## src/rtl/core/ccq_pkg.sv

```systemverilog
// shared types and defaults for the coalescing count queue
package ccq_pkg;

  localparam int unsigned CcqEntries   = 16;
  localparam int unsigned CcqValueBits = 32;
  localparam int unsigned CcqCountBits = 16;

  typedef enum logic [2:0] {
    STATUS_APPENDED  = 3'd0,
    STATUS_MERGED    = 3'd1,
    STATUS_FULL      = 3'd2,
    STATUS_EXTRACTED = 3'd3,
    STATUS_EMPTY     = 3'd4
  } status_e;

  typedef enum logic {
    MODE_INSERT  = 1'b0,
    MODE_EXTRACT = 1'b1
  } mode_e;

  // broadcast controls from the top level to every cell
  typedef struct packed {
    logic shift;     // head leaves, every cell takes its upper neighbor
    logic dec_head;  // head hands out one extra copy
    logic merge;     // insert word, matching cell counts one more copy
    logic append;    // insert word missed, first free cell takes it
  } ccq_ctrl_t;

endpackage

```

## src/rtl/core/ccq_cell.sv

```systemverilog
// one queue slot: value, extra copy count and valid, shifts toward the head
module ccq_cell #(
  parameter int unsigned VALUE_BITS = ccq_pkg::CcqValueBits,
  parameter int unsigned COUNT_BITS = ccq_pkg::CcqCountBits
) (
  input  logic                  clk_i,
  input  logic                  rst_ni,
  input  ccq_pkg::ccq_ctrl_t    ctrl_i,
  input  logic                  is_head_i,
  input  logic [VALUE_BITS-1:0] ins_value_i,
  input  logic                  prev_valid_i,
  input  logic                  next_valid_i,
  input  logic [VALUE_BITS-1:0] next_value_i,
  input  logic [COUNT_BITS-1:0] next_count_i,
  output logic                  valid_o,
  output logic [VALUE_BITS-1:0] value_o,
  output logic [COUNT_BITS-1:0] count_o,
  output logic                  match_o
);
  import ccq_pkg::*;

  logic                  valid_q, valid_d;
  logic [VALUE_BITS-1:0] value_q, value_d;
  logic [COUNT_BITS-1:0] count_q, count_d;

  assign match_o = valid_q && (value_q == ins_value_i);

  always_comb begin
    valid_d = valid_q;
    value_d = value_q;
    count_d = count_q;
    if (ctrl_i.shift) begin
      valid_d = next_valid_i;
      value_d = next_value_i;
      count_d = next_count_i;
    end else if (ctrl_i.dec_head && is_head_i) begin
      count_d = count_q - COUNT_BITS'(1);
    end else if (ctrl_i.merge && match_o) begin
      // saturate at the count maximum
      if (count_q != {COUNT_BITS{1'b1}}) begin
        count_d = count_q + COUNT_BITS'(1);
      end
    end else if (ctrl_i.append && !valid_q && prev_valid_i) begin
      valid_d = 1'b1;
      value_d = ins_value_i;
      count_d = '0;
    end
  end

  always_ff @(posedge clk_i or negedge rst_ni) begin
    if (!rst_ni) begin
      valid_q <= 1'b0;
    end else begin
      valid_q <= valid_d;
    end
  end

  always_ff @(posedge clk_i) begin
    value_q <= value_d;
    count_q <= count_d;
  end

  assign valid_o = valid_q;
  assign value_o = value_q;
  assign count_o = count_q;

endmodule

```

## src/rtl/core/coalescing_count_queue.sv

```systemverilog
// top level of the coalescing count queue: cell row, control and result register
//
//  channel | signals                                 | direction
//  --------+-----------------------------------------+----------
//  in      | in_valid_i, in_stall_o, mode_i, value_i | in
//  out     | out_valid_o, out_stall_i, out_value_o,  | out
//          | status_o, is_empty_o                    |
//
// one word per cycle unless stalled: the search compares every cell at once and
// the whole operation finishes in the cycle the word is accepted; its result
// is in the output register the next cycle. reset empties the row at once, no
// clearing pass. in_stall_o rises only while a result waits under out_stall_i.
module coalescing_count_queue #(
  parameter int unsigned ENTRIES    = ccq_pkg::CcqEntries,
  parameter int unsigned VALUE_BITS = ccq_pkg::CcqValueBits,
  parameter int unsigned COUNT_BITS = ccq_pkg::CcqCountBits
) (
  input  logic        clk_i,
  input  logic        rst_ni,
  input  logic        in_valid_i,
  output logic        in_stall_o,
  input  logic        mode_i,
  input  logic [31:0] value_i,
  output logic        out_valid_o,
  input  logic        out_stall_i,
  output logic [31:0] out_value_o,
  output logic [2:0]  status_o,
  output logic        is_empty_o
);
  import ccq_pkg::*;

  logic                  valid_w [ENTRIES];
  logic [VALUE_BITS-1:0] value_w [ENTRIES];
  logic [COUNT_BITS-1:0] count_w [ENTRIES];
  logic [ENTRIES-1:0]    valid_vec;
  logic [ENTRIES-1:0]    match_vec;

  logic [VALUE_BITS-1:0] ins_value;
  logic [31:0]           head_word;
  logic                  accept;
  logic                  is_ins, is_ext;
  logic                  hit, full, head_last;
  ccq_ctrl_t             ctrl;

  logic        out_valid_q, out_valid_d;
  logic [31:0] out_value_q, out_value_d;
  status_e     status_q, status_d;
  logic        empty_q, empty_d;

  // value conversion between the 32-bit word and the stored width
  if (VALUE_BITS <= 32) begin : g_ins_narrow
    assign ins_value = value_i[VALUE_BITS-1:0];
  end else begin : g_ins_wide
    assign ins_value = {{(VALUE_BITS-32){value_i[31]}}, value_i};
  end

  if (VALUE_BITS >= 32) begin : g_out_narrow
    assign head_word = value_w[0][31:0];
  end else begin : g_out_wide
    assign head_word = {{(32-VALUE_BITS){value_w[0][VALUE_BITS-1]}}, value_w[0]};
  end

  assign in_stall_o = out_valid_q && out_stall_i;
  assign accept     = in_valid_i && !in_stall_o;
  assign is_ins     = accept && (mode_i == MODE_INSERT);
  assign is_ext     = accept && (mode_i == MODE_EXTRACT);

  assign hit       = |match_vec;
  assign full      = valid_w[ENTRIES-1];
  assign head_last = valid_w[0] && (count_w[0] == '0);

  assign ctrl.shift    = is_ext && head_last;
  assign ctrl.dec_head = is_ext && valid_w[0] && (count_w[0] != '0);
  assign ctrl.merge    = is_ins;
  assign ctrl.append   = is_ins && !hit;

  for (genvar i = 0; i < ENTRIES; i++) begin : g_cell
    logic                  prev_valid;
    logic                  next_valid;
    logic [VALUE_BITS-1:0] next_value;
    logic [COUNT_BITS-1:0] next_count;

    if (i == 0) begin : g_first
      assign prev_valid = 1'b1;
    end else begin : g_rest
      assign prev_valid = valid_w[i-1];
    end

    if (i == ENTRIES - 1) begin : g_last
      assign next_valid = 1'b0;
      assign next_value = '0;
      assign next_count = '0;
    end else begin : g_inner
      assign next_valid = valid_w[i+1];
      assign next_value = value_w[i+1];
      assign next_count = count_w[i+1];
    end

    ccq_cell #(
      .VALUE_BITS (VALUE_BITS),
      .COUNT_BITS (COUNT_BITS)
    ) u_cell (
      .clk_i        (clk_i),
      .rst_ni       (rst_ni),
      .ctrl_i       (ctrl),
      .is_head_i    (i == 0),
      .ins_value_i  (ins_value),
      .prev_valid_i (prev_valid),
      .next_valid_i (next_valid),
      .next_value_i (next_value),
      .next_count_i (next_count),
      .valid_o      (valid_w[i]),
      .value_o      (value_w[i]),
      .count_o      (count_w[i]),
      .match_o      (match_vec[i])
    );

    assign valid_vec[i] = valid_w[i];
  end

  always_comb begin
    out_value_d = '0;
    empty_d     = 1'b0;
    if (is_ins) begin
      if (hit) begin
        status_d = STATUS_MERGED;
      end else if (full) begin
        status_d = STATUS_FULL;
      end else begin
        status_d = STATUS_APPENDED;
      end
    end else if (valid_w[0]) begin
      status_d    = STATUS_EXTRACTED;
      out_value_d = head_word;
      empty_d     = head_last && !valid_w[1];
    end else begin
      status_d = STATUS_EMPTY;
      empty_d  = 1'b1;
    end
  end

  assign out_valid_d = accept || (out_valid_q && out_stall_i);

  always_ff @(posedge clk_i or negedge rst_ni) begin
    if (!rst_ni) begin
      out_valid_q <= 1'b0;
    end else begin
      out_valid_q <= out_valid_d;
    end
  end

  always_ff @(posedge clk_i) begin
    if (accept) begin
      out_value_q <= out_value_d;
      status_q    <= status_d;
      empty_q     <= empty_d;
    end
  end

  assign out_valid_o = out_valid_q;
  assign out_value_o = out_value_q;
  assign status_o    = status_q;
  assign is_empty_o  = empty_q;

  // occupied cells always form one run starting at the head
  a_contiguous: assert property (@(posedge clk_i) disable iff (!rst_ni)
    $onehot({1'b0, valid_vec} + (ENTRIES+1)'(1)))
    else $error("queue cells not contiguous");

  // stored values stay distinct
  a_one_match: assert property (@(posedge clk_i) disable iff (!rst_ni)
    $onehot0(match_vec))
    else $error("more than one cell matched");

  // head with extra copies stays in place after an extract
  a_head_stays: assert property (@(posedge clk_i) disable iff (!rst_ni)
    ctrl.dec_head |=> valid_w[0])
    else $error("head lost while copies remain");

  // a missed insert into a full row reports a drop and keeps the row full
  a_full_drop: assert property (@(posedge clk_i) disable iff (!rst_ni)
    (is_ins && !hit && full) |=> (status_o == STATUS_FULL) && valid_w[ENTRIES-1])
    else $error("full insert not dropped");

endmodule
```

## config.mk

```make
export PLATFORM = sky130hd
export DESIGN_NAME = coalescing_count_queue
export DESIGN_NICKNAME = d
export VERILOG_FILES = /design/src/rtl/core/ccq_pkg.sv /design/src/rtl/core/ccq_cell.sv /design/src/rtl/core/coalescing_count_queue.sv
export SDC_FILE = /design/constraint.sdc
export NUM_CORES = 2
export LEC_CHECK = 0
export ABC_AREA = 1
export BUFFER_PORTS_ARGS = -buffer_cell sky130_fd_sc_hd__buf_2
export CORE_MARGIN = 1
export CORE_UTILIZATION = 50
export CTS_BUF_LIST = sky130_fd_sc_hd__clkbuf_4 sky130_fd_sc_hd__clkbuf_8
export DETAILED_ROUTE_END_ITERATION = 8
export PLACE_DENSITY = 0.66
export SYNTH_ARGS = -nofsm -noshare
export SYNTH_HDL_FRONTEND = slang
export SYNTH_HIERARCHICAL = 1
export SYNTH_SLANG_ARGS = --single-unit
```

## constraint.sdc

```tcl
create_clock -name clk_i -period 4.24 [get_ports clk_i]
set_input_delay 0.424 -clock clk_i [delete_from_list [all_inputs] [get_ports clk_i]]
set_output_delay 0.424 -clock clk_i [all_outputs]
set_load 0.02 [all_outputs]
```

==> results.sh <==
export IMPL_status="complete, no violations"
export IMPL_io_buffer_count=74
export IMPL_endpoint_kind="flop"
export IMPL_cap_violations=0
export IMPL_routed_via_count=61221
export IMPL_gp_congestion=0.9729
export IMPL_holdWs_ns=0.1066
export IMPL_dp_hpwl_um=158900
export IMPL_seq_area_frac_synth_pct=39.17
export IMPL_yosysTopAreaCellShare_pct=38.49
export IMPL_ys_ff_latch=821
export IMPL_pwr_density_cell_nw_per_um2=323.4
export IMPL_comb_power_share_pct=18.1
export IMPL_pwr_share_clk_pct=35.0
export IMPL_final_hold_viol_count=0
export IMPL_initial_core_util_pct=50.54
export IMPL_fp_coreArea_sq_um=124100
export IMPL_grt_pass1_wl_um=323800
export IMPL_antenna_found_initial=1
export IMPL_max_slew_margin_pct=31.75
export IMPL_worstPathRequired_ns=4.82
export IMPL_worstPathArrival_ns=4.22
export IMPL_cts_tree="done"
export IMPL_die_w_um=356.2
export IMPL_postCtsSetupBuffers=0
export IMPL_post_synth_top_area_cell="edfxtp_1"
export IMPL_ys_types=43
export IMPL_clk_pin_slew_ns=0.06
export IMPL_fin_crit_ns=3.650
export IMPL_drive_gt1_share_pct=9.945
export IMPL_worstSkewPairLatency_ns=0.90
export IMPL_timing_final_crit_share_pct=86.08
export IMPL_avgRoutedWirePerCell_um=18.76
export IMPL_ant_nets=0
export IMPL_worst_path_max_delay_cell="nor2_1"
export IMPL_hold_class="in -> reg"
export IMPL_drv_slew=0
export IMPL_rsz0062_at_grt="false"
export IMPL_drtIter0Drc=6323
export IMPL_drcViolationCount=0
export IMPL_synth_async_reset_ratio_pct=2.071
export IMPL_rows=129
export IMPL_dieHeight_um=356.2
export IMPL_synth_warnings=6
export IMPL_grt_pass1_vias=58009
export IMPL_final_nets=9615
export IMPL_overflow=0
export IMPL_dp_worst_setup_slack_ns=0.06116
export IMPL_via_per_inst=5.417
export IMPL_syn2layout_area_growth_pct=11.22
export IMPL_finalSetupViolCount=0
export IMPL_tns_ns=0
export IMPL_p_leak_uw=0.03248
export IMPL_synthTopCellsByArea="edfxtp_1, nand2_1, inv_1, nor2_1, o21ai_0"
export IMPL_die_area_sq_um=126900
export IMPL_grt_use_total_pct=32.69
export IMPL_clock_path_buffers=3
export IMPL_cts_root_buf="clkbuf_8"
export IMPL_drtPass1Iterations=8
export IMPL_path_cells="o21ai_0 > nor2_1 > nand2_1 > nor2_1 > nand3_1 > nor2_4 > nor2_1 > nand2_1 > nor2_1 > nand2_1 > nor2_4 > buf_12 > nand3_1 > nand2_1 > nand3_1 > inv_1 > buf_12"
export IMPL_seqPwrFrac_pct=46.9
export IMPL_grt_max_degree=153
export IMPL_io_pins=75
export IMPL_finClkSkew_ns=0.04127
export IMPL_worst_slew_pin_slew_ns=1.024
export IMPL_htreeDepth=4
export IMPL_vdd_ir_drop_max_uv=332.6
export IMPL_cell_internal_pwr_uw=15220
export IMPL_crit_path_max_incr_delay_ns=0.48
export IMPL_wl_um=212000
export IMPL_synth_area_per_cell_sq_um=6.782
export IMPL_synthCells=9249
export IMPL_p_switching_uw=7341
export IMPL_max_freq_mhz=274.0
export IMPL_cts_buffers=157
export IMPL_layout_setup_ws_ns=0.5904
export IMPL_syn_area_sq_um=62730
export IMPL_synth_edf_count=804
export IMPL_ys_flop_type="edfxtp_1"
export IMPL_critical_path_class="reg -> reg"
export IMPL_cp_max_fo=17
export IMPL_finalPower_uw=22560
export IMPL_clock_sinks=821
export IMPL_critPathLaunchType="flop"
export IMPL_swShare_pct=32.54
## sequential cells by signal, indices dropped and copies added, names as in the netlist
signal and flops:
g_cell.u_cell/count_o 256, out_valid_o 1, is_empty_o 1, g_cell.u_cell/valid_o 16
status_o 3, g_cell.u_cell/value_o 512, out_value_o 32
## Yosys cell counts, types with 72 or more instances
cell and instances:
nand3_1 273, nand2_1 3220, xnor2_1 89, inv_1 1392
nor2_1 1110, edfxtp_1 804, nor2_2 104, o21ai_1 80
o21ai_0 677, clkbuf_1 80, nand4_1 161, nand2_2 72
a21oi_1 259, xor2_1 190, a22oi_1 96
## power by group through the flow
stage                     combinational [uW]  sequential (uW)  clock, uW
after global routing                    4540            10600       8400
after floorplan                         2660            10400          0
after detailed placement                3960            10700          0
final                                   4090            10600       7900
after CTS                               3980            10600       8080
after global placement                  3900            10700          0
## critical path, delay by kind of cell, from the launching register on
kind                   cells  cell delay, ns
AOI/OAI and AO/OA          1            0.43
and+or+nand+nor           13            1.89
buffers and inverters      3            0.61
DFF                        1            0.41
## timing repair
action	in CTS	in global routing
hold buffers	3	0
hold endpoints to repair	18	0
gates resized for setup	0	0
## stage by stage
step                util [%]  area [sq um]  instances
floorplan                  -         62970       9313
global placement       53.74         66700      11021
detailed placement     53.74         66700      11021
CTS                    56.21         69760      11300
global route           56.21         69770      11302
finish                 56.21         69770      11302
## cell usage in the layout (no fill, tap or decap), drive strengths merged
cell	synthesis	layout
dfrtp	17	17
a21oi	259	259
dlygate4sd3	0	3
nor2	1262	1262
clkinvlp	0	10
o21bai	17	17
nand2	3301	3301
o211ai	7	7
conb	2	66
and3	1	1
o21ai	763	763
o22ai	16	16
xor2	190	190
buf	112	263
or2	67	67
nor4	16	16
inv	1454	1455
nor3	91	91
a31oi	16	16
diode	0	2
clkbuf	80	200
a22oi	96	96
a21boi	1	1
a32oi	9	9
bufinv	0	5
nand3	297	297
clkinv	25	85
edfxtp	804	804
xnor2	89	89
ha	32	32
nand4	168	168
nand3b	57	57
## path summary, 6_finish.rpt
path,cells past startpoint,to,slack (ns),from
worst max-delay path,17,g_cell[8].u_cell/value_o[23],0.59,g_cell[5].u_cell/value_o[5]
worst min-delay path,3,g_cell[8].u_cell/value_o[5],0.11,value_i[5]
worst max register to register,17,g_cell[8].u_cell/value_o[23],0.59,g_cell[5].u_cell/value_o[5]
worst min register to register,2,g_cell[14].u_cell/valid_o,0.57,g_cell[14].u_cell/valid_o
max in group asynchronous,2,g_cell[14].u_cell/valid_o,3.33,rst_ni
min in group asynchronous,2,g_cell[3].u_cell/valid_o,0.25,rst_ni
## metal layers
metal	vias up	wire [um]	global-route usage (%)
li1	29879	-	-
met1	28343	87370	42.52
met2	2536	99610	54.38
met3	463	16730	5.166
met4	0	8274	12.93
met5	-	0	0
## cells by family (layout without fill, tap and decap cells)
logic type      count (synthesis)  count (layout)  share of synthesized area (%)
compound gates               1184            1184                          10.08
xor+xnor                      279             279                          3.895
fa+ha+maj                      32              32                         0.6383
buf+inv                      1671            2021                          10.19
flops                         821             821                          39.17
other cells                     2              68                        0.01197
simple gates                 5260            5260                          36.02
## final cells by class
type	count	area (sq um)
fillers	12100	54350
multi-input cells	6821	32040
flip-flops and latches	821	24570
inverters	1479	5552
clock buffers	200	2540
repair buffers	266	2520
well taps	1637	2048
clock inverters	76	493.0
diodes	2	5.005
Note: power is estimated with default switching activity, not from simulation.
